<file path="config.mk">
export PLATFORM = sky130hd
export DESIGN_NAME = pin_lock_controller_core
export DESIGN_NICKNAME = d
export VERILOG_FILES = /design/src/sv/plc_pkg.sv /design/src/sv/pin_lock_controller_core.sv
export SDC_FILE = /design/constraint.sdc
export NUM_CORES = 1
export LEC_CHECK = 0
export BUFFER_PORTS_ARGS = -buffer_cell sky130_fd_sc_hd__buf_2
export CAP_MARGIN = 25
export CORE_MARGIN = 3
export CORE_UTILIZATION = 40
export CTS_CLUSTER_SIZE = 24
export DETAILED_ROUTE_END_ITERATION = 16
export REMOVE_ABC_BUFFERS = 1
export SKIP_CTS_REPAIR_TIMING = 1
export SYNTH_ARGS = -nofsm -noshare
export SYNTH_HDL_FRONTEND = slang
export SYNTH_SLANG_ARGS = --single-unit
export TNS_END_PERCENT = 5
</file>
<file path="constraint.sdc">
create_clock -name clk_i -period 3.2 [get_ports clk_i]
set_input_delay 0.16 -clock clk_i [delete_from_list [all_inputs] [get_ports clk_i]]
set_output_delay 0.16 -clock clk_i [all_outputs]
set_load 0.1 [all_outputs]
</file>
<file path="src/sv/plc_pkg.sv">
`timescale 1ns / 1ps

package plc_pkg;

  // Operating mode of the lock
  typedef enum logic [2:0] {
    MODE_FIRST = 3'd0,
    MODE_MENU  = 3'd1,
    MODE_LOGIN = 3'd2,
    MODE_OLD   = 3'd3,
    MODE_NEW   = 3'd4
  } mode_e;

  // Event reported with every result
  typedef enum logic [2:0] {
    EV_IGNORED = 3'd0,
    EV_DIGIT   = 3'd1,
    EV_SAVED   = 3'd2,
    EV_UNLOCK  = 3'd3,
    EV_OLD_OK  = 3'd4,
    EV_RETRY   = 3'd5,
    EV_ALARM   = 3'd6,
    EV_MENU    = 3'd7
  } event_e;

  localparam logic [7:0] CharChange = 8'h31; // '1'
  localparam logic [7:0] CharLogin  = 8'h32; // '2'
  localparam logic [7:0] CharZero   = 8'h30; // '0'

  localparam logic [3:0] MaxTriesReset = 4'd3;

  localparam int unsigned RxW      = 8;
  localparam int unsigned DigitsW  = 5;
  localparam int unsigned WrongW   = 4;
  localparam int unsigned OutDataW = 24;

endpackage

</file>
<file path="src/sv/pin_lock_controller_core.sv">
`timescale 1ns / 1ps

// PIN lock controller.
//
// Slave stream: one received character per transfer in s_axis_tdata[7:0].
// After reset the first PIN_LENGTH characters set the stored PIN (which
// resets to all ASCII '0'). In the menu '1' starts a PIN change, '2' starts
// a login; every other character is ignored. Login and old-PIN entry collect
// PIN_LENGTH characters and compare them with the stored PIN.
// Master stream: exactly one result transfer per input transfer, in order,
// carrying the event code, unlock/alarm pulses, the new mode, the digit
// count and the wrong-try count.
// Configuration: cfg_we_i writes max_wrong_tries (reset 3, 0 acts as 1);
// only write it while no transfer is in flight.
//
// Structure: input register, then the decode/compare logic and state
// update into the result register.
// Throughput: one character per cycle while the master stream does not
// stall.
// A stalled master holds the result register; the input register still
// takes one more character, after which s_axis_tready drops until the
// result is taken. Reset empties both registers and restores the state.
module pin_lock_controller_core #(
  parameter int unsigned PIN_LENGTH = 4
) (
  input  logic                          clk_i,
  input  logic                          rst_ni,
  // Configuration
  input  logic                          cfg_we_i,
  input  logic [3:0]                    cfg_wdata_i,   // max_wrong_tries
  // Slave stream
  input  logic                          s_axis_tvalid,
  output logic                          s_axis_tready,
  input  logic [7:0]                    s_axis_tdata,  // [7:0] rx_byte
  // Master stream
  output logic                          m_axis_tvalid,
  input  logic                          m_axis_tready,
  // [2:0] event_res, [3] unlock, [4] alarm, [7:5] mode_now,
  // [12:8] digits_entered, [16:13] wrong_count, [23:17] zero
  output logic [plc_pkg::OutDataW-1:0]  m_axis_tdata
);

  localparam int unsigned IdxW = (PIN_LENGTH > 1) ? $clog2(PIN_LENGTH) : 1;
  localparam logic [IdxW-1:0] LastIdx = IdxW'(PIN_LENGTH - 1);

  // Pipeline control
  logic                     in_vld_q;
  logic [plc_pkg::RxW-1:0]  in_byte_q;
  logic                     out_vld_q;
  logic [plc_pkg::OutDataW-1:0] out_data_q, out_data_d;
  logic                     adv;

  // Lock state
  plc_pkg::mode_e           mode_q, mode_d;
  logic [IdxW-1:0]          idx_q, idx_d;
  logic [plc_pkg::WrongW-1:0] wrong_q, wrong_d;
  logic [3:0]               max_tries_q;
  logic [7:0]               pin_q   [PIN_LENGTH];
  logic [7:0]               pin_d   [PIN_LENGTH];
  logic [7:0]               entry_q [PIN_LENGTH];
  logic [7:0]               entry_d [PIN_LENGTH];

  plc_pkg::event_e          ev;
  logic                     last_digit;
  logic                     match;
  logic [plc_pkg::WrongW:0] wrong_inc;
  logic [plc_pkg::WrongW:0] limit;

  // The item in the input register moves on when the result slot is free
  assign adv           = in_vld_q && (!out_vld_q || m_axis_tready);
  assign s_axis_tready = !in_vld_q || adv;
  assign m_axis_tvalid = out_vld_q;
  assign m_axis_tdata  = out_data_q;

  assign last_digit = (idx_q == LastIdx);
  assign wrong_inc  = {1'b0, wrong_q} + 5'd1;
  assign limit      = (max_tries_q == 4'd0) ? 5'd1 : {1'b0, max_tries_q};

  // Full-PIN compare; the current byte stands in for the final position
  always_comb begin
    match = 1'b1;
    for (int i = 0; i < PIN_LENGTH; i++) begin
      if (i == PIN_LENGTH - 1) begin
        match = match && (in_byte_q == pin_q[i]);
      end else begin
        match = match && (entry_q[i] == pin_q[i]);
      end
    end
  end

  always_comb begin
    mode_d  = mode_q;
    idx_d   = idx_q;
    wrong_d = wrong_q;
    pin_d   = pin_q;
    entry_d = entry_q;
    ev      = plc_pkg::EV_IGNORED;
    unique case (mode_q)
      plc_pkg::MODE_FIRST, plc_pkg::MODE_NEW: begin
        pin_d[idx_q] = in_byte_q;
        if (last_digit) begin
          idx_d  = '0;
          mode_d = plc_pkg::MODE_MENU;
          ev     = plc_pkg::EV_SAVED;
        end else begin
          idx_d = idx_q + 1'b1;
          ev    = plc_pkg::EV_DIGIT;
        end
      end
      plc_pkg::MODE_MENU: begin
        idx_d = '0;
        priority if (in_byte_q == plc_pkg::CharChange) begin
          mode_d = plc_pkg::MODE_OLD;
          ev     = plc_pkg::EV_MENU;
        end else if (in_byte_q == plc_pkg::CharLogin) begin
          mode_d = plc_pkg::MODE_LOGIN;
          ev     = plc_pkg::EV_MENU;
        end else begin
          ev = plc_pkg::EV_IGNORED;
        end
      end
      plc_pkg::MODE_LOGIN, plc_pkg::MODE_OLD: begin
        entry_d[idx_q] = in_byte_q;
        if (!last_digit) begin
          idx_d = idx_q + 1'b1;
          ev    = plc_pkg::EV_DIGIT;
        end else begin
          idx_d = '0;
          priority if (match && mode_q == plc_pkg::MODE_LOGIN) begin
            wrong_d = '0;
            mode_d  = plc_pkg::MODE_MENU;
            ev      = plc_pkg::EV_UNLOCK;
          end else if (match) begin
            mode_d = plc_pkg::MODE_NEW;
            ev     = plc_pkg::EV_OLD_OK;
          end else if (wrong_inc >= limit) begin
            // try limit reached: alarm and back to the menu
            wrong_d = '0;
            mode_d  = plc_pkg::MODE_MENU;
            ev      = plc_pkg::EV_ALARM;
          end else begin
            // wrong PIN, same entry again
            wrong_d = wrong_inc[plc_pkg::WrongW-1:0];
            ev      = plc_pkg::EV_RETRY;
          end
        end
      end
      default: begin
        mode_d = plc_pkg::MODE_MENU;
        idx_d  = '0;
      end
    endcase
  end

  always_comb begin
    out_data_d        = '0;
    out_data_d[2:0]   = ev;
    out_data_d[3]     = (ev == plc_pkg::EV_UNLOCK);
    out_data_d[4]     = (ev == plc_pkg::EV_ALARM);
    out_data_d[7:5]   = mode_d;
    out_data_d[12:8]  = plc_pkg::DigitsW'(idx_d);
    out_data_d[16:13] = wrong_d;
  end

  // Control and state
  always_ff @(posedge clk_i or negedge rst_ni) begin
    if (!rst_ni) begin
      in_vld_q    <= 1'b0;
      out_vld_q   <= 1'b0;
      mode_q      <= plc_pkg::MODE_FIRST;
      idx_q       <= '0;
      wrong_q     <= '0;
      max_tries_q <= plc_pkg::MaxTriesReset;
      for (int i = 0; i < PIN_LENGTH; i++) begin
        pin_q[i] <= plc_pkg::CharZero;
      end
    end else begin
      if (cfg_we_i) begin
        max_tries_q <= cfg_wdata_i;
      end
      if (s_axis_tvalid && s_axis_tready) begin
        in_vld_q <= 1'b1;
      end else if (adv) begin
        in_vld_q <= 1'b0;
      end
      if (adv) begin
        out_vld_q <= 1'b1;
        mode_q    <= mode_d;
        idx_q     <= idx_d;
        wrong_q   <= wrong_d;
        pin_q     <= pin_d;
      end else if (m_axis_tready) begin
        out_vld_q <= 1'b0;
      end
    end
  end

  // Payload
  always_ff @(posedge clk_i) begin
    if (s_axis_tvalid && s_axis_tready) begin
      in_byte_q <= s_axis_tdata;
    end
    if (adv) begin
      out_data_q <= out_data_d;
      entry_q    <= entry_d;
    end
  end

  a_idx_range: assert property (@(posedge clk_i) disable iff (!rst_ni)
    idx_q <= LastIdx)
    else $error("digit index beyond PIN length");

  a_unlock_ev: assert property (@(posedge clk_i) disable iff (!rst_ni)
    out_vld_q |-> (out_data_q[3] == (out_data_q[2:0] == plc_pkg::EV_UNLOCK)))
    else $error("unlock pulse does not match event");

  a_alarm_clr: assert property (@(posedge clk_i) disable iff (!rst_ni)
    (out_vld_q && out_data_q[4]) |->
      (out_data_q[16:13] == '0 && out_data_q[7:5] == plc_pkg::MODE_MENU))
    else $error("alarm without cleared count and menu return");

  a_advance: assert property (@(posedge clk_i) disable iff (!rst_ni)
    adv |=> out_vld_q)
    else $error("advanced item produced no result");

  a_no_loss: assert property (@(posedge clk_i) disable iff (!rst_ni)
    (out_vld_q && !m_axis_tready) |=> out_vld_q)
    else $error("stalled result dropped");

endmodule

</file>
==> key figures, run 1 <==
Power
  • Leakage: 2.051 nW
  • Tot Pwr: slightly below 4 mW
  • Peak VDD IR: 0.0002811 V
  • Power per cell area: 824.4 nW/µm²

Final layout
  • Final instance area: 4802 µm²
  • Antenna diodes: 0
  • Fraction of layout cells with a size suffix above 1: 28.22%
  • Fin util: 48.46%
  • Nets@finish: 386
  • Area Growth Syn to Fin: 15.81%
  • Final Non-Filler Cells: 498

Synthesis
  • Post-Synth XOR/XNOR Area: 7.182%
  • Post-synth ARST share: between 50% and 60%
  • Mux cell area share after synthesis: 8.660%
  • Main combinational cell family by area after synthesis: simple AND/OR/NAND/NOR gates
  • Unique masters post-synth: 51
  • Number of synthesized flops with an enable pin: 46
  • Mapped Avg Cell Area: around 14 µm²
  • Synth Warn #: 0
  • Synth top area cells: edfxtp_1 33%, dfrtp_1 22%, mux2_2 7.6%
  • Post-Syn Area: a little over 4000 µm²
  • Most common library cells after synthesis: 46 x edfxtp_1, 37 x dfrtp_1, 32 x xor2_1
  • Largest area contributor in the netlist: edfxtp_1
  • Top-count cell post-synth: edfxtp_1
  • Sequential area share after synthesis: slightly above 60%
  • Ys flop type: edfxtp_1
  • Adder-Cell Fraction of Synth Area: 2.716%
  • Synth Area in Compound Gates: 6.699%
  • Synth top area share: 33.31%
  • Post-Syn Instances: 305
  • Post-Synth Simple-Gate Area: 8.871%
  • Flops & latches, synth: 93

GRT
  • Overall routing resource usage: 15.12%
  • Vias in the first global route: 2426
  • Largest net degree at the start of global routing: 29
  • First-pass GRT wire length: 13220 µm
  • Initial antenna violation count: 0
  • Grt total ovfl: 0

STA
  • Fin worst setup slack: between 600 and 700 ps
  • Max-slew headroom: 59.95%
  • Fmax: 384.8 MHz
  • Fin crit share: 81.21%
  • Setup TNS: 0 ps
  • Max Slew Vio Count: 0
  • RSZ-0062 raised after global routing: false
  • Worst hold slack: roughly 4.4 ps
  • Least-Margin Pin Slew: slightly below 600 ps
  • Final hold violation count: 0
  • Period minus WS final: 2599 ps
  • Clock skew: 9.633 ps
  • Setup violations, final: 0

Routing
  • Post-Route WL: 8032 µm
  • Final ANT Viol Nets: 0
  • Iter 0 DRT Violations: 151
  • Drt pass-1 iters: 4
  • Vias per cell: between 5 and 6
  • Routed WL per cell: 16.13 µm
  • Vias: 2521
  • DRC violations left: 0

Critical path
  • CP Data Arrival Time: around 2700 ps
  • Critical path launch point type: flop
  • Worst Path Required: roughly 3300 ps
  • Critical path peak fanout: 6
  • CP Capture Type: flop
  • CP Class: reg -> reg

Clock network
  • Clock slew at reported path FFs: 90 ps
  • Num CTS Buffers: 9
  • H-tree levels: 3
  • Clk buf depth: 2
  • CTS tree: done
  • Clock Sinks: 93
  • Clk root buf: clkbuf_8
  • Worst-Skew Late Latency: 360 ps

Placement
  • Port buffer count: 32
  • Placed inst area: 4463 µm²
  • Gpl congestion: a little over 0.8
  • Final HPWL DP: between 5000 and 6000 µm
  • Pre-CTS setup slack: 627.1 ps
  • Placed cells: 471

Floorplanning
  • Row count: 36
  • Chip height: 107.8 µm
  • Core footprint: ~9900 µm²
  • Die area: about 12000 µm²
  • Initial Utilization: 41.84%
  • Die Wd: roughly 110 µm
  • Top Ports: 43

Run status
  • Status: finished clean

Run
  • Max-capacitance violation count: 0

Min path
  • HP Class: in -> reg
==> critical path: stages (launching register included) <==
cell	delay, ps
dfstp_2	520
inv_1	60
a31o_2	200
ha_1	260
nand2b_1	140
a211oi_1	230
o21ai_1	190
or2_2	370
a2111o_1	390
==> layout by cell type, fill, tap and decap left out, types with 3 or more instances in the layout <==
| cell | synthesis | routed |
|---|---|---|
| dfstp_2 | 10 | 10 |
| nand4_1 | 3 | 3 |
| dlygate4sd3_1 | 0 | 11 |
| buf_4 | 10 | 7 |
| ha_1 | 9 | 9 |
| buf_2 | 3 | 32 |
| mux2_2 | 28 | 28 |
| o2bb2ai_1 | 3 | 3 |
| xor2_1 | 32 | 32 |
| nor2_1 | 10 | 10 |
| and3_1 | 4 | 4 |
| nor4_1 | 7 | 7 |
| o21ai_0 | 17 | 17 |
| nand2_1 | 19 | 19 |
| clkbuf_8 | 0 | 10 |
| nand2b_1 | 5 | 5 |
| edfxtp_1 | 46 | 46 |
| inv_1 | 11 | 11 |
| conb_1 | 1 | 10 |
| mux2_1 | 3 | 3 |
| inv_6 | 0 | 3 |
| nor3_1 | 6 | 6 |
| dfrtp_1 | 37 | 37 |
==> cells by family (layout without fill, tap and decap cells) <==
logic type               Yosys count  count (layout)
AO/OA/AOI/OAI                     40              40
XOR/XNOR                          34              34
adder cells (fa/ha/maj)            9               9
multiplexers                      32              32
AND/OR/NAND/NOR                   69              69
other                              1              10
flip-flops                        93              93
buffers and inverters             27              78
==> layer usage <==
metal	vias to the layer above	global-route usage [%]	routed length, µm
met5	-	0	0
met4	0	5.681	131
met3	11	2.939	388
met2	79	22.02	3698
met1	1232	22.31	3815
li1	1199	-	-
==> state kept, by name, summed over array words and instances (netlist names) <==
register and cells:
entry_q 24, idx_q 2, in_byte_q 8, in_vld_q 1
m_axis_tdata 14, m_axis_tvalid 1, max_tries_q 4, mode_q 3
pin_q 32, wrong_q 4
==> report_power, final <==
group          switching (mW)  leakage [nW]  internal (mW)
registers               0.194          1.01           1.60
clock network           0.428         0.118          0.469
logic                   0.834         0.923          0.430
total                    1.46          2.05           2.50
==> area by class of cell <==
type / count / area, µm²
Timing Repair Buffer: 51 / 342.8
Multi-Input combinational cell: 194 / 1453
Clock buffer: 10 / 137.6
Tap cell: 133 / 166.4
Fill cell: 901 / 5107
Inverter: 11 / 41.29
Sequential cell: 93 / 2570
Clock inverter: 6 / 91.34
==> final timing paths <==
path	start	to	slack, ps	cells after the start
max reg2reg	max_tries_q[1]	m_axis_tdata[5]	600	8
max in group asynchronous	rst_ni	pin_q[13]	2200	4
min reg2reg	pin_q[9]	pin_q[9]	510	2
max	max_tries_q[1]	m_axis_tdata[5]	600	8
min in group asynchronous	rst_ni	wrong_q[1]	280	2
min	s_axis_tvalid	in_vld_q	4	2
No activity file was read; power rests on OpenSTA's default activity.
==> run 2, diff against run 1 <==
- clock period: 3.2 -> 2.3 ns (I/O delays scaled with it)
==> key figures, run 2 (synthesis gave the netlist of run 1 again) <==
Critical path
  • CP Capture Type: flop (unchanged)
  • Critical path launch point type: flop (unchanged)
  • CP Class: reg -> reg (unchanged)
  • Worst Path Required: 2410 ps (was 3300 ps)
  • CP Data Arrival Time: 2460 ps (was 2700 ps)
  • Critical path peak fanout: 3 (was 6)

STA
  • Worst hold slack: -15.27 ps (was 4.404 ps)
  • Fmax: 426.8 MHz (was 384.8 MHz)
  • Fin worst setup slack: -42.95 ps (was 601.1 ps)
  • Clock skew: 13.06 ps (was 9.633 ps)
  • Setup TNS: -42.95 ps (was 0 ps)
  • Setup violations, final: 1 (was 0)
  • Period minus WS final: 2343 ps (was 2599 ps)
  • Fin crit share: 101.9% (was 81.21%)
  • Least-Margin Pin Slew: 625.0 ps (was 596.2 ps)
  • Final hold violation count: 1 (was 0)
  • RSZ-0062 raised after global routing: true (was false)
  • Max Slew Vio Count: 0 (unchanged)
  • Max-slew headroom: 58.33% (was 59.95%)

Clock network
  • Worst-Skew Late Latency: 370 ps (was 360 ps)
  • CTS tree: done (unchanged)
  • Clk root buf: clkbuf_8 (unchanged)
  • Clock slew at reported path FFs: 100 ps (was 90 ps)
  • Clock Sinks: 93 (unchanged)
  • Num CTS Buffers: 9 (unchanged)
  • Clk buf depth: 2 (unchanged)
  • H-tree levels: 3 (unchanged)

Run status
  • Status: complete, but fails checks (was finished clean)
  • Failing checks: negative hold slack, negative setup slack

Final layout
  • Largest Register: pin_q (unchanged)
  • Commonest non-fill, non-tap cell in the layout: edfxtp_1 (unchanged)
  • Fraction of layout cells with a size suffix above 1: 33.59% (was 28.22%)
  • Max reg flops: 32 (unchanged)
  • # fillers: 890 (was 901)
  • Most frequent cells in the layout: 46 x edfxtp_1, 37 x dfrtp_1, 32 x xor2_1, 32 x buf_2, 28 x mux2_2 (unchanged)
  • Area Growth Syn to Fin: 20.79% (was 15.81%)
  • Nets@finish: 408 (was 386)
  • Final Non-Filler Cells: 520 (was 498)
  • Antenna diodes: 0 (unchanged)

Power
  • Peak VDD IR: 0.0004487 V (was 0.0002811 V)
  • Power per cell area: 1125 nW/µm² (was 824.4 nW/µm²)
  • Leakage: 2.160 nW (was 2.051 nW)

Placement
  • Pre-CTS setup slack: -159.9 ps (was 627.1 ps)
  • Final HPWL DP: 5481 µm (was 5550 µm)
  • Gpl congestion: 0.7929 (was 0.8158)
  • Placed cells: 490 (was 471)
  • Port buffer count: 32 (unchanged)

Routing
  • DRC violations left: 0 (unchanged)
  • Routed WL per cell: 15.61 µm (was 16.13 µm)
  • Post-Route WL: 8116 µm (was 8032 µm)
  • Final ANT Viol Nets: 0 (unchanged)
  • Drt pass-1 iters: 4 (unchanged)
  • Iter 0 DRT Violations: 153 (was 151)
  • Vias per cell: 4.906 (was 5.062)
  • Vias: 2551 (was 2521)

Floorplanning
  • Die area: 11620 µm² (unchanged)
  • Row count: 36 (unchanged)
  • Top Ports: 43 (unchanged)
  • Initial Utilization: 41.84% (unchanged)
  • Chip height: 107.8 µm (unchanged)
  • Core footprint: 9910 µm² (unchanged)
  • Die Wd: 107.8 µm (unchanged)

GRT
  • Overall routing resource usage: 14.65% (was 15.12%)
  • Vias in the first global route: 2439 (was 2426)
  • First-pass GRT wire length: 12840 µm (was 13220 µm)
  • Grt total ovfl: 0 (unchanged)
  • Initial antenna violation count: 0 (unchanged)
  • Largest net degree at the start of global routing: 48 (was 29)

Run
  • Max-capacitance violation count: 0 (unchanged)

Min path
  • HP Class: in -> reg (unchanged)
==> run 2: changes by cell type in the layout (fill, tap and decap cells not counted), moves of 2 or more <==
cell / before / now
buf_4: 7 / 27
dlygate4sd3_1: 11 / 14
nor4_1: 7 / 5
nor4_2: 2 / 4
==> run 2: layer usage <==
metal  track usage (%)  vias up  part of all wire [%]
met3             2.639       10                   2.8
met5                 0        -                     0
li1                  -     1236                     -
met2             21.31       48                    45
met4             5.951        0                   1.8
met1             21.60     1257                    50
==> run 2: layout make-up <==
cell class	count	area [µm²]	share of cell area, %
Clock buffer	9	123.9	2.473
Clock inverter	7	91.34	1.824
Inverter	11	41.29	0.8244
Multi-Input combinational cell	194	1513	30.20
Sequential cell	93	2570	51.31
Tap cell	133	166.4	3.323
Timing Repair Buffer	73	503.0	10.04
==> run 2: worst paths after layout <==
check	from	to	slack, ps	cells after the start
setup reg to reg	max_tries_q[1]	m_axis_tdata[5]	-40	8
max in group asynchronous	rst_ni	in_vld_q	1500	3
hold / removal	cfg_we_i	max_tries_q[1]	-20	2
setup / recovery	max_tries_q[1]	m_axis_tdata[5]	-40	8
min in group asynchronous	rst_ni	pin_q[19]	380	3
hold reg to reg	in_vld_q	m_axis_tvalid	500	1
==> run 2: metrics by stage <==
step	total power, mW	hold WS, ps	utilization, %	area, µm²
finish	5.635	-15.27	50.54	5009
global route	5.975	4.104	50.54	5009
global placement	4.365	279.5	46.35	4593
floorplan	3.868	-180.6	-	4064
detailed placement	4.400	267.2	46.35	4593
CTS	5.561	-142.2	48.52	4808
==> run 2: critical path: stages (launching register included) <==
cell	delay [ps]
dfstp_2	530
inv_2	40
a31o_4	210
ha_4	200
nand2b_4	130
a211oi_2	200
o21ai_2	100
or2_4	270
a2111o_1	420
==> run 2: power by group <==
part	switching, mW	leakage [nW]	internal [mW]	total (mW)
logic	1.26	1.05	0.750	2.01
registers	0.230	1.01	2.23	2.46
clock network	0.630	0.105	0.529	1.16
